--- src/rtl/assert_macros.svh ---
// Assertion macros of the reverb RTL, used by lfdr_core.
// Uses the enclosing module's clk and active-low rst_n; no other dependencies.
`ifndef ASSERT_MACROS_SVH
`define ASSERT_MACROS_SVH

// Same-cycle implication: whenever a holds, c holds too.
`define LFDR_ASSERT_IMP(lbl, a, c) \
    lbl: assert property (@(posedge clk) disable iff (!rst_n) (a) |-> (c)) \
        else $error("lfdr: same-cycle check failed");

// Next-cycle implication: whenever a holds, c holds in the following cycle.
`define LFDR_ASSERT_NXT(lbl, a, c) \
    lbl: assert property (@(posedge clk) disable iff (!rst_n) (a) |=> (c)) \
        else $error("lfdr: next-cycle check failed");

// Condition that must never be seen.
`define LFDR_ASSERT_NEVER(lbl, a) \
    lbl: assert property (@(posedge clk) disable iff (!rst_n) !(a)) \
        else $error("lfdr: forbidden condition seen");

`endif

--- src/rtl/lfdr_pkg.sv ---
// Shared types and constants of the low-pass feedback delay reverb.
// No dependencies; imported by all reverb modules.
package lfdr_pkg;

    // Delay store geometry
    localparam int ADDR_BITS   = 16;
    localparam int STORE_DEPTH = 1 << ADDR_BITS;

    // Configuration register map
    localparam int CFG_IDX_BITS  = 2;
    localparam int GAIN_BITS     = 17;
    localparam int DELAY_BITS    = 16;
    localparam logic [CFG_IDX_BITS-1:0] CFG_FEEDBACK_GAIN = 2'd0;
    localparam logic [CFG_IDX_BITS-1:0] CFG_INPUT_GAIN    = 2'd1;
    localparam logic [CFG_IDX_BITS-1:0] CFG_DELAY_LENGTH  = 2'd2;

    localparam logic [GAIN_BITS-1:0]  FEEDBACK_GAIN_RST = 17'd45875;
    localparam logic [GAIN_BITS-1:0]  INPUT_GAIN_RST    = 17'd65536;
    localparam logic [DELAY_BITS-1:0] DELAY_LENGTH_RST  = 16'd4410;

    // Low-pass coefficients, Q16: 0.3 and 0.7
    localparam logic signed [15:0] COEF_B = 16'sd19661;
    localparam logic signed [16:0] COEF_A = 17'sd45875;

    // Q16 rounding offset (one half)
    localparam int ROUND_HALF = 32768;

    typedef struct packed {
        logic [GAIN_BITS-1:0]  feedback_gain;
        logic [GAIN_BITS-1:0]  input_gain;
        logic [DELAY_BITS-1:0] delay_length;
    } cfg_t;

    typedef struct packed {
        logic                 rd_en;
        logic [ADDR_BITS-1:0] rd_addr;
        logic                 wr_en;
        logic [ADDR_BITS-1:0] wr_addr;
    } mem_ctrl_t;

endpackage

--- src/rtl/lfdr_cfg_regs.sv ---
// Configuration register file of the reverb: gains and delay length.
// Depends on lfdr_pkg for the register map and reset values.
module lfdr_cfg_regs (
    input  logic                                 clk,
    input  logic                                 rst_n,
    input  logic                                 cfg_valid,
    output logic                                 cfg_ready,
    input  logic [lfdr_pkg::CFG_IDX_BITS-1:0]    cfg_index,
    input  logic [lfdr_pkg::GAIN_BITS-1:0]       cfg_data,
    output lfdr_pkg::cfg_t                       cfg
);
    import lfdr_pkg::*;

    cfg_t cfg_reg;

    // Writes are always taken
    assign cfg_ready = 1'b1;
    assign cfg       = cfg_reg;

    // Register write decode; indexes beyond the map are dropped
    always_ff @(posedge clk or negedge rst_n)
    begin
        if (!rst_n)
        begin
            cfg_reg.feedback_gain <= FEEDBACK_GAIN_RST;
            cfg_reg.input_gain    <= INPUT_GAIN_RST;
            cfg_reg.delay_length  <= DELAY_LENGTH_RST;
        end
        else if (cfg_valid && cfg_ready)
        begin
            unique case (cfg_index)
                CFG_FEEDBACK_GAIN: cfg_reg.feedback_gain <= cfg_data;
                CFG_INPUT_GAIN:    cfg_reg.input_gain    <= cfg_data;
                CFG_DELAY_LENGTH:  cfg_reg.delay_length  <= cfg_data[DELAY_BITS-1:0];
                default:           cfg_reg <= cfg_reg;
            endcase
        end
    end

endmodule

--- config.mk ---
export PLATFORM = sky130hd
export DESIGN_NAME = lfdr_cfg_regs
export DESIGN_NICKNAME = d
export VERILOG_FILES = /design/src/rtl/assert_macros.svh /design/src/rtl/lfdr_pkg.sv /design/src/rtl/lfdr_cfg_regs.sv
export SDC_FILE = /design/constraint.sdc
export NUM_CORES = 1
export LEC_CHECK = 0
export ABC_AREA = 1
export BUFFER_PORTS_ARGS = -buffer_cell sky130_fd_sc_hd__buf_2
export CORE_ASPECT_RATIO = 1.4
export CORE_UTILIZATION = 35
export DETAILED_ROUTE_END_ITERATION = 10
export PLACE_DENSITY = 0.6
export SLEW_MARGIN = 25
export SYNTH_ARGS = -nofsm -noshare
export SYNTH_HDL_FRONTEND = slang
export SYNTH_SLANG_ARGS = --single-unit
--- constraint.sdc ---
create_clock -name clk -period 0.82 [get_ports clk]
set_input_delay 0.041 -clock clk [delete_from_list [all_inputs] [get_ports clk]]
set_output_delay 0.041 -clock clk [all_outputs]
set_load 0.01 [all_outputs]
==> flow_metrics.tcl <==
set metrics [dict create \
    status "complete, but fails checks" \
    violations "setup timing" \
    place_congestion 0.803 \
    slew_violations 0 \
    core.rowCount 33 \
    max_freq_mhz 997 \
    core_area_mm2 0.00586 \
    synth_compound_area_share_pct 0 \
    dp_slack_ns -0.0478 \
    drt-wirelength-per-cell_um 14.4 \
    crit_slowest_cell "dfstp_2" \
    power.density_mw_per_mm2 2070 \
    hold_path.class "input port to flip-flop" \
    layout_setup_ws_ns -0.183 \
    vdd_ir_drop_max_mv 1.01 \
    ff2ff_path_depth 4 \
    nFillCells 582 \
    grt_pass1_vias 1930 \
    netlist_area_mm2 0.00213 \
    grt_use_total_pct 20.2 \
    die_h_um 94.3 \
    ys_ff_latch 50 \
    path_clk_slew_ns 0.10 \
    hp-start "cfg_data[7]" \
    avgSynthCellArea_um2 9.50 \
    path_buf_inv 1 \
    clock_sinks 50 \
    total_power_mw 6.57 \
    num_io_pins 73 \
    numCtsBuffers 5 \
    wl_um 5890 \
    drive_gt1_share_pct 41.0 \
    cts_tree "yes" \
    drt-pass1-iter-count 4 \
    ant_nets 0 \
    synth_simple_gate_area_share_pct 34.1 \
    path_class "flip-flop to output pin" \
    synthXorXnorAreaFrac_pct 0 \
    cts-root-buf "clkbuf_8" \
    yosysWarningCount 0 \
    synthMuxAreaShare_pct 0 \
    antenna_found_initial 0 \
    initial_core_util_pct 36.3 \
    crit_path_start_kind "flip-flop" \
    routed-via-count 2021 \
    end_kind "output pin" \
    cap_violations 0 \
    via_per_inst 4.94 \
    drc 0 \
    cp_cell_sequence "buf_6" \
    required_ns 0.78 \
    critical_path_arrival_ns 0.96 \
    synthAdderAreaFrac_pct 0 \
    fin_skew_ns 0 \
    area_growth_syn_to_layout_pct 48.9 \
    largest_reg_flops 50 \
    grt_max_degree 24 \
    htree_levels 2 \
    final_util_pct 54.0 \
    synth_nets 246 \
    hold_viol 0 \
    dieArea_mm2 0.00640 \
    drtIter0Drc 107 \
    cp_slowest_stage_delay_ns 0.56 \
    cp.depth 1 \
    ys_seq_area_share_pct 59.7 \
    r2r-start "cfg[31]" \
    rsz0062_at_grt "true" \
    crit_start "cfg[32]" \
    endpoint "cfg[32]" \
    grt_pass1_wl_um 9550 \
    fin_crit_sh_pct 122 \
    antenna_cells 0 \
    overflow 0 \
    synth_top_family_by_area "simple AND/OR/NAND/NOR gates" \
    clock_latency_ns 0.30 \
    timing.final.crit_period_ns 1.00 \
    die_w_um 67.9 \
    power.leakage_nw 1.70 \
    post-dp-hpwl_um 4300 \
    crit_family "flip-flops" \
    cts_buffer_depth 2 \
    crit_fanout 2 \
    final_nets 360 \
    syn-instance-count 224 \
    reg2reg_to "cfg[31]" \
    reg2reg_slack_ns -0.02 \
    synth_cell_types 16 \
    port_buffers 71 \
    setup_violations 51 \
]
## cell type report
type                       instances  area [um^2]  area share [%]
multi-input combinational        155          729            23.0
timing repair buffer             124          973            30.7
inverter                           2         7.51           0.237
clock buffer                       6         82.6            2.61
sequential                        50         1270            40.1
clock inverter                     2         16.3           0.513
tap                               70         87.6            2.76
## per-stage QoR
stage	instances	hold WS, ns	TNS, ns	area [um^2]
2_1_floorplan	224	-0.255	0	2130
3_3_place_gp	368	-0.0513	-0.0207	2650
3_5_place_dp	368	-0.0479	-0.582	2650
4_1_cts	401	0.00505	-5.26	3080
5_1_grt	409	0.0268	-6.33	3170
6_report	409	0.0116	-4.63	3170
## what timing repair did
action	CTS	global route
cloned	0	0
setup endpoints to repair	50	50
setup buffers	11	8
resized for setup	17	5
hold buffers	14	0
endpoints found under the hold margin	56	0
## placed cells by master, fill, tap and decap left out
cell	count
buf_12	4
nand3_1	17
nand2_4	1
nand4_1	33
nand3_4	1
dfstp_2	16
conb_1	1
dfrtp_1	34
buf_4	34
buf_2	50
clkbuf_8	6
nor2_8	1
inv_6	1
clkinv_1	1
nand2_1	100
nand3_2	1
inv_2	1
dlygate4sd3_1	14
clkinvlp_4	1
buf_6	22
## logic make-up (layout without fill, tap and decap cells)
family | Yosys count | count (layout)
buffers and inverters | 19 | 134
DFF | 50 | 50
and+or+nand+nor | 154 | 154
other | 1 | 1
## worst min path at each step
| stage | end | slack (ns) | cells past startpoint |
|---|---|---|---|
| 2_1_floorplan | cfg[0] | -0.25 | 0 |
| 4_1_cts | cfg[39] | 0.005 | 3 |
| 3_3_place_gp | cfg[39] | -0.05 | 1 |
| 5_1_grt | cfg[6] | 0.03 | 3 |
| 3_5_place_dp | cfg[39] | -0.05 | 1 |
| 6_report | cfg[40] | 0.01 | 3 |
## Yosys cell counts (all sizes together)
cell	count	share of area [%]
buf	16	5.5
clkbuf	1	0.18
clkinv	1	0.18
conb	1	0.18
dfrtp	34	40
dfstp	16	20
inv	1	0.18
nand2	101	18
nand3	19	5.3
nand4	33	9.7
nor2	1	0.94
## power breakdown
part / switching (mW) / internal [mW] / leakage [nW]
combinational: 0.855 / 0.966 / 1.06
sequential: 0.248 / 2.95 / 0.592
clock: 0.855 / 0.696 / 0.0478
## worst min-delay path, cell delays in order
cell	delay [ns]
buf_2	0.12
nand3_1	0.07
nand2_1	0.05
## routing by layer
metal	global-route usage (%)	part of all wire, %	wire length, um
met5	0	0	0
met4	4.51	0.88	52
met1	26.2	43	2510
met2	34.5	51	2990
met3	3.52	5.8	344
(Power assumes the default switching activity.)
