File: src/rtl/assert_macros.svh
// Assertion macros of the reverb RTL, used by lfdr_core.
// Uses the enclosing module's clk and active-low rst_n; no other dependencies.
`ifndef ASSERT_MACROS_SVH
`define ASSERT_MACROS_SVH

// Same-cycle implication: whenever a holds, c holds too.
`define LFDR_ASSERT_IMP(lbl, a, c) \
    lbl: assert property (@(posedge clk) disable iff (!rst_n) (a) |-> (c)) \
        else $error("lfdr: same-cycle check failed");

// Next-cycle implication: whenever a holds, c holds in the following cycle.
`define LFDR_ASSERT_NXT(lbl, a, c) \
    lbl: assert property (@(posedge clk) disable iff (!rst_n) (a) |=> (c)) \
        else $error("lfdr: next-cycle check failed");

// Condition that must never be seen.
`define LFDR_ASSERT_NEVER(lbl, a) \
    lbl: assert property (@(posedge clk) disable iff (!rst_n) !(a)) \
        else $error("lfdr: forbidden condition seen");

`endif

File: src/rtl/lfdr_pkg.sv
// Shared types and constants of the low-pass feedback delay reverb.
// No dependencies; imported by all reverb modules.
package lfdr_pkg;

    // Delay store geometry
    localparam int ADDR_BITS   = 16;
    localparam int STORE_DEPTH = 1 << ADDR_BITS;

    // Configuration register map
    localparam int CFG_IDX_BITS  = 2;
    localparam int GAIN_BITS     = 17;
    localparam int DELAY_BITS    = 16;
    localparam logic [CFG_IDX_BITS-1:0] CFG_FEEDBACK_GAIN = 2'd0;
    localparam logic [CFG_IDX_BITS-1:0] CFG_INPUT_GAIN    = 2'd1;
    localparam logic [CFG_IDX_BITS-1:0] CFG_DELAY_LENGTH  = 2'd2;

    localparam logic [GAIN_BITS-1:0]  FEEDBACK_GAIN_RST = 17'd45875;
    localparam logic [GAIN_BITS-1:0]  INPUT_GAIN_RST    = 17'd65536;
    localparam logic [DELAY_BITS-1:0] DELAY_LENGTH_RST  = 16'd4410;

    // Low-pass coefficients, Q16: 0.3 and 0.7
    localparam logic signed [15:0] COEF_B = 16'sd19661;
    localparam logic signed [16:0] COEF_A = 17'sd45875;

    // Q16 rounding offset (one half)
    localparam int ROUND_HALF = 32768;

    typedef struct packed {
        logic [GAIN_BITS-1:0]  feedback_gain;
        logic [GAIN_BITS-1:0]  input_gain;
        logic [DELAY_BITS-1:0] delay_length;
    } cfg_t;

    typedef struct packed {
        logic                 rd_en;
        logic [ADDR_BITS-1:0] rd_addr;
        logic                 wr_en;
        logic [ADDR_BITS-1:0] wr_addr;
    } mem_ctrl_t;

endpackage

File: src/rtl/lfdr_core.sv
// Sequencer and arithmetic of the reverb: low-pass update, mix, saturation,
// delay store read/write and the output register. Depends on lfdr_pkg and
// assert_macros.svh.
`include "assert_macros.svh"

module lfdr_core #(
    parameter int SB = 16
) (
    input  logic                    clk,
    input  logic                    rst_n,
    input  lfdr_pkg::cfg_t          cfg,
    input  logic                    in_valid,
    output logic                    in_stall,
    input  logic signed [SB-1:0]    sample_in,
    input  logic                    block_last,
    output logic                    out_valid,
    input  logic                    out_stall,
    output logic signed [SB-1:0]    sample_out,
    output logic                    last_out,
    output lfdr_pkg::mem_ctrl_t     mem_ctrl,
    output logic [SB-1:0]           mem_wdata,
    input  logic [SB-1:0]           mem_rdata
);
    import lfdr_pkg::*;

    // Sequencer codes
    localparam logic [1:0] ST_IDLE = 2'd0;
    localparam logic [1:0] ST_FILT = 2'd1;
    localparam logic [1:0] ST_MIX  = 2'd2;
    localparam logic [1:0] ST_OUT  = 2'd3;

    localparam int FW = SB + 20;    // low-pass accumulator
    localparam int MW = SB + 21;    // output mix accumulator

    logic [1:0]            state_reg, state_next;
    logic [ADDR_BITS-1:0]  wp_reg;
    logic                  wrapped_reg;
    logic                  rd_ok_reg;
    logic signed [SB-1:0]  x_reg;
    logic                  last_reg;
    logic signed [SB-1:0]  held_reg;
    logic signed [SB+1:0]  y_reg;
    logic signed [SB+15:0] pb_reg;
    logic signed [SB+18:0] pa_reg;
    logic signed [SB+17:0] pi_reg;
    logic signed [SB+19:0] pf_reg;
    logic                  out_valid_reg;
    logic signed [SB-1:0]  out_data_reg;
    logic                  out_last_reg;

    logic                  accept;
    logic                  out_free;
    logic                  advance;
    logic [ADDR_BITS-1:0]  rd_addr;
    logic signed [FW-1:0]  acc_f;
    logic signed [SB+3:0]  f_sh;
    logic signed [SB+1:0]  y_sat;
    logic signed [MW-1:0]  acc_m;
    logic signed [SB+4:0]  m_sh;
    logic signed [SB-1:0]  out_sat;

    assign accept   = in_valid && !in_stall;
    assign in_stall = (state_reg != ST_IDLE);
    assign out_free = !out_valid_reg || !out_stall;
    assign advance  = (state_reg == ST_OUT) && out_free;

    // Read position trails the write position by the delay length
    assign rd_addr = wp_reg - cfg.delay_length;

    // Memory control: read on accept, write when the result is loaded
    always_comb
    begin
        mem_ctrl.rd_en   = accept;
        mem_ctrl.rd_addr = rd_addr;
        mem_ctrl.wr_en   = advance;
        mem_ctrl.wr_addr = wp_reg;
    end
    assign mem_wdata = out_sat;

    // Low-pass: round half up, shift, saturate to SB+2 bits
    assign acc_f = FW'(pb_reg) - FW'(pa_reg) + FW'(ROUND_HALF);
    assign f_sh  = acc_f[FW-1:16];
    assign y_sat = ((&f_sh[SB+3:SB+1]) || !(|f_sh[SB+3:SB+1])) ? f_sh[SB+1:0]
                 : {f_sh[SB+3], {(SB+1){~f_sh[SB+3]}}};

    // Mix: round half up, shift, saturate to SB bits
    assign acc_m   = MW'(pi_reg) + MW'(pf_reg) + MW'(ROUND_HALF);
    assign m_sh    = acc_m[MW-1:16];
    assign out_sat = ((&m_sh[SB+4:SB-1]) || !(|m_sh[SB+4:SB-1])) ? m_sh[SB-1:0]
                   : {m_sh[SB+4], {(SB-1){~m_sh[SB+4]}}};

    // Sequencer
    always_comb
    begin
        state_next = state_reg;
        unique case (state_reg)
            ST_IDLE: if (accept) state_next = ST_FILT;
            ST_FILT: state_next = ST_MIX;
            ST_MIX:  state_next = ST_OUT;
            ST_OUT:  if (out_free) state_next = ST_IDLE;
            default: state_next = ST_IDLE;
        endcase
    end

    // Control state: sequencer, write position, fill tracking, filter state
    always_ff @(posedge clk or negedge rst_n)
    begin
        if (!rst_n)
        begin
            state_reg     <= ST_IDLE;
            wp_reg        <= '0;
            wrapped_reg   <= 1'b0;
            held_reg      <= '0;
            y_reg         <= '0;
            out_valid_reg <= 1'b0;
        end
        else
        begin
            state_reg <= state_next;
            if (state_reg == ST_FILT)
            begin
                y_reg    <= y_sat;
                // Entries not yet written since reset read as zero
                held_reg <= rd_ok_reg ? $signed(mem_rdata) : '0;
            end
            if (advance)
            begin
                wp_reg <= wp_reg + 1'b1;
                if (&wp_reg)
                begin
                    wrapped_reg <= 1'b1;
                end
                out_valid_reg <= 1'b1;
            end
            else if (out_valid_reg && !out_stall)
            begin
                out_valid_reg <= 1'b0;
            end
        end
    end

    // Datapath registers
    always_ff @(posedge clk)
    begin
        if (accept)
        begin
            x_reg     <= sample_in;
            last_reg  <= block_last;
            rd_ok_reg <= wrapped_reg || (rd_addr < wp_reg);
            pb_reg    <= (SB+16)'(COEF_B) * (SB+16)'(held_reg);
            pa_reg    <= (SB+19)'(COEF_A) * (SB+19)'(y_reg);
        end
        if (state_reg == ST_MIX)
        begin
            pi_reg <= (SB+18)'($signed({1'b0, cfg.input_gain})) * (SB+18)'(x_reg);
            pf_reg <= (SB+20)'($signed({1'b0, cfg.feedback_gain})) * (SB+20)'(y_reg);
        end
        if (advance)
        begin
            out_data_reg <= out_sat;
            out_last_reg <= last_reg;
        end
    end

    assign out_valid  = out_valid_reg;
    assign sample_out = out_data_reg;
    assign last_out   = out_last_reg;

    // Checks
    `LFDR_ASSERT_NEVER(a_no_rd_wr_overlap, mem_ctrl.rd_en && mem_ctrl.wr_en)
    `LFDR_ASSERT_NXT(a_wp_steps, mem_ctrl.wr_en, wp_reg == $past(wp_reg) + 1'b1)
    `LFDR_ASSERT_IMP(a_result_from_out, $rose(out_valid_reg), $past(state_reg) == ST_OUT)
    `LFDR_ASSERT_NXT(a_wrapped_sticks, wrapped_reg, wrapped_reg)

endmodule

File: config.mk
export PLATFORM = sky130hd
export DESIGN_NAME = lfdr_core
export DESIGN_NICKNAME = d
export VERILOG_FILES = /design/src/rtl/lfdr_pkg.sv /design/src/rtl/lfdr_core.sv
export VERILOG_INCLUDE_DIRS = /design/src /design/src/rtl
export SDC_FILE = /design/constraint.sdc
export NUM_CORES = 2
export LEC_CHECK = 0
export BUFFER_PORTS_ARGS = -buffer_cell sky130_fd_sc_hd__buf_2
export CAP_MARGIN = 10
export CELL_PAD_IN_SITES_DETAIL_PLACEMENT = 1
export CELL_PAD_IN_SITES_GLOBAL_PLACEMENT = 1
export CORE_MARGIN = 2
export CORE_UTILIZATION = 52
export DETAILED_ROUTE_END_ITERATION = 10
export GPL_TIMING_DRIVEN = 0
export PLACE_DENSITY_LB_ADDON = 0.1
export RECOVER_POWER = 50
export SYNTH_ARGS = -nofsm -noshare
export SYNTH_HDL_FRONTEND = slang
export SYNTH_SLANG_ARGS = --single-unit
File: constraint.sdc
create_clock -name clk -period 7.9 [get_ports clk]
set_clock_uncertainty 0.2 [all_clocks]
set_input_delay 0.79 -clock clk [delete_from_list [all_inputs] [get_ports clk]]
set_output_delay 0.79 -clock clk [all_outputs]
set_load 0.02 [all_outputs]
==> results.toml <==
[floorplan]
io_pins = 156
die_w_um = 286
coreArea_sq_mm = 0.0789
core.rowCount = 103
initial_core_util_pct = 52.5
die_h_um = 286
dieArea_sq_mm = 0.0818

[global_route]
grt_first_pass_wirelength_um = 186000
first_global_vias = 34200
grt.total_usage_pct = 29.2
antenna_found_initial = 4
grt_max_degree = 71
grt_overflow_total = 0

[yosys]
post-synth-top-area-cell = "fa_1"
syn_area_sq_mm = 0.0414
syn_inst = 4277
synth_cell_type_count = 87
synth.top_cell.area_share_pct = 30.4
synth_mux_area_share_pct = 0.0756
syn_area_per_cell_sq_um = 9.67
ys_ff_latch = 226
ys_async_sr_fraction_pct = 23.9
ys_warn_count = 0
synth_edf_count = 172
synth-compound-area-share_pct = 8.76
synth_xor_area_share_pct = 3.47
synth.net_count = 5650
yosys.area_share.simple_pct = 11.8
ys_seq_area_share_pct = 15.7
synth_top_flop_cell = "edfxtp_1"
synthTopCellsByArea = "fa_1 (30%), ha_1 (20%), edfxtp_1 (12%)"
synth_fa_ha_area_share_pct = 50.3
synth_top_family_by_area = "adder cells"

[clock_network]
htree_num_levels = 1
cts_tree = "built"
cts_max_path_buffers = 3
clk_latency_ps = 600
cts.sinks = 226
numCtsBuffers = 29
post-cts-setup-buffers = 0
path_clk_slew_ps = 70
clock-root-buffer = "clkbuf_16"

[placed_design]
port_buffers = 155
place_hpwl_um = 96400
place.gp.congestion = 0.912
place_area_sq_mm = 0.0436
place_ws_ps = -1300

[finish]
largest_register_ff_count = 36
nets = 5836
layout_common_cells = "inv_1 (983), ha_1 (658), fa_1 (628), nand2_1 (343), and2_1 (294)"
final_common_cell = "inv_1"
design_area_sq_mm = 0.0445
drive_gt1_share_pct = 6.15
area_growth_pct = 7.64

[critical_path]
slowest_stage = "fa_1"
path_cells = "clkbuf_2, clkbuf_2, nand2_1, fa_1, inv_1, fa_1, fa_1, fa_1, fa_1, inv_1, fa_1, inv_1, ha_1, clkbuf_1, a21o_1, a31oi_1, o21ai_1, a21oi_1, a2bb2oi_1, a311oi_1, o21a_1, o21a_1, o41ai_1, xnor2_1"
worst_path_largest_cell_delay_ps = 600
endpoint_kind = "flop"
critPathLaunchType = "flop"
critPathMaxFanout = 10
crit_type = "reg2reg"
critical_path_required_ps = 8040
cpMostUsedCell = "fa_1"
arrival_ps = 7710
path_buf_inv = 6
critPathTopFamily = "adder cells"

[drt]
wl_per_cell_um = 20.8
via_per_inst = 5.49
drtIter0Drc = 1499
drc = 0
via_count = 30400
drtAntennaViolNets = 0
dr.pass1.iters = 5
routed_wl_um = 115000

[timing]
period_minus_slack_ps = 7570
setup_viol = 0
setup_tns_ps = 0
max-slew-margin-rel_pct = -173
finalMaxSlewViolations = 236
clock.fmax_mhz = 132
finalHoldViolCount = 0
holdWs_ps = 162
worstMarginPinSlew_ps = 4100
fin_crit_sh_pct = 95.9
final.setup.worst_slack_ps = 326
grt_setup_unrepaired = "no"

[flow_run]
drv_cap = 5

[status]
violations = "max-capacitance violations, max-slew violations"
status = "finished with violations"

[hold_path]
hold_path.class = "in2reg"
==> per-stage QoR <==
stage / util [%] / std cells
final: 56.5 / 5536
after global routing: 56.5 / 5535
after CTS: 56.6 / 5539
after detailed placement: 55.3 / 5487
after global placement: 55.1 / 5482
after floorplan: - / 4277
==> routing by layer <==
layer / vias up / part of all wire, % / GRT usage (%)
met5: - / 0 / 0
met4: 0 / 4.4 / 10.8
met3: 235 / 3.8 / 2.60
met2: 664 / 50 / 52.4
met1: 15600 / 41 / 36.6
li1: 13900 / - / -
==> Yosys cell counts (4+ instances only) <==
cell	number
o2bb2ai_1	4
o211ai_1	7
o21ai_1	8
a21o_1	84
nand2_1	343
a21boi_0	4
a211oi_1	22
nand2b_1	33
o21bai_1	24
nor2_1	119
nor2b_1	16
a21oi_1	149
nor4_1	5
edfxtp_1	172
nand3b_1	4
a211o_1	7
fa_1	628
a41o_1	4
dfrtp_1	54
a311oi_1	5
and2_1	298
nand3_1	43
a22oi_1	6
nor3_1	41
nand2_2	10
inv_1	983
o31ai_1	4
clkbuf_1	87
a31o_2	10
xor2_1	46
a31oi_1	14
a21oi_2	11
xnor2_1	118
and3_1	12
o21a_1	45
o41ai_1	6
or3_1	7
nand4_1	19
or2_2	7
ha_1	658
o21ai_0	88
==> kinds of logic after synthesis <==
kind of cell	Yosys count
buf+inv	1081
compound gates	543
xor+xnor	164
mux	3
flops	226
simple gates	974
fa+ha+maj	1286
==> final cells by class <==
cell class | count | area (sq um)
Fill cell | 9024 | 34300
Buffer | 90 | 389
Sequential cell | 226 | 6530
Inverter | 985 | 3700
Antenna cell | 1 | 2.50
Clock buffer | 30 | 729
Multi-Input combinational cell | 2970 | 30800
Clock inverter | 23 | 283
Timing Repair Buffer | 161 | 779
Tap cell | 1050 | 1310
==> worst paths after layout <==
kind | from | end | slack, ps | depth (start not counted)
worst min-delay path | sample_in[8] | x_reg[8]$_DFFE_PP_ | 160 | 1
worst min register to register | last_reg$_DFFE_PP_ | last_out$_DFFE_PP_ | 220 | 0
worst max-delay path | y_reg[10]$_DFFE_PN0N_ | pf_reg[35]$_DFFE_PP_ | 330 | 24
worst max register to register | y_reg[10]$_DFFE_PN0N_ | pf_reg[35]$_DFFE_PP_ | 330 | 24
max in group asynchronous | rst_n | y_reg[17]$_DFFE_PN0N_ | 2940 | 3
min in group asynchronous | rst_n | held_reg[7]$_DFFE_PN0N_ | 380 | 2
==> timing repair <==
item                       in CTS  in global routing
setup endpoints to repair      13                  9
resized for setup              16                 29
hold endpoints to repair        4                  0
pin swaps                       0                  0
hold buffers                    1                  0
Power is not shown: default switching activity piles up to over one toggle a cycle in this logic, so the estimate is an artifact.
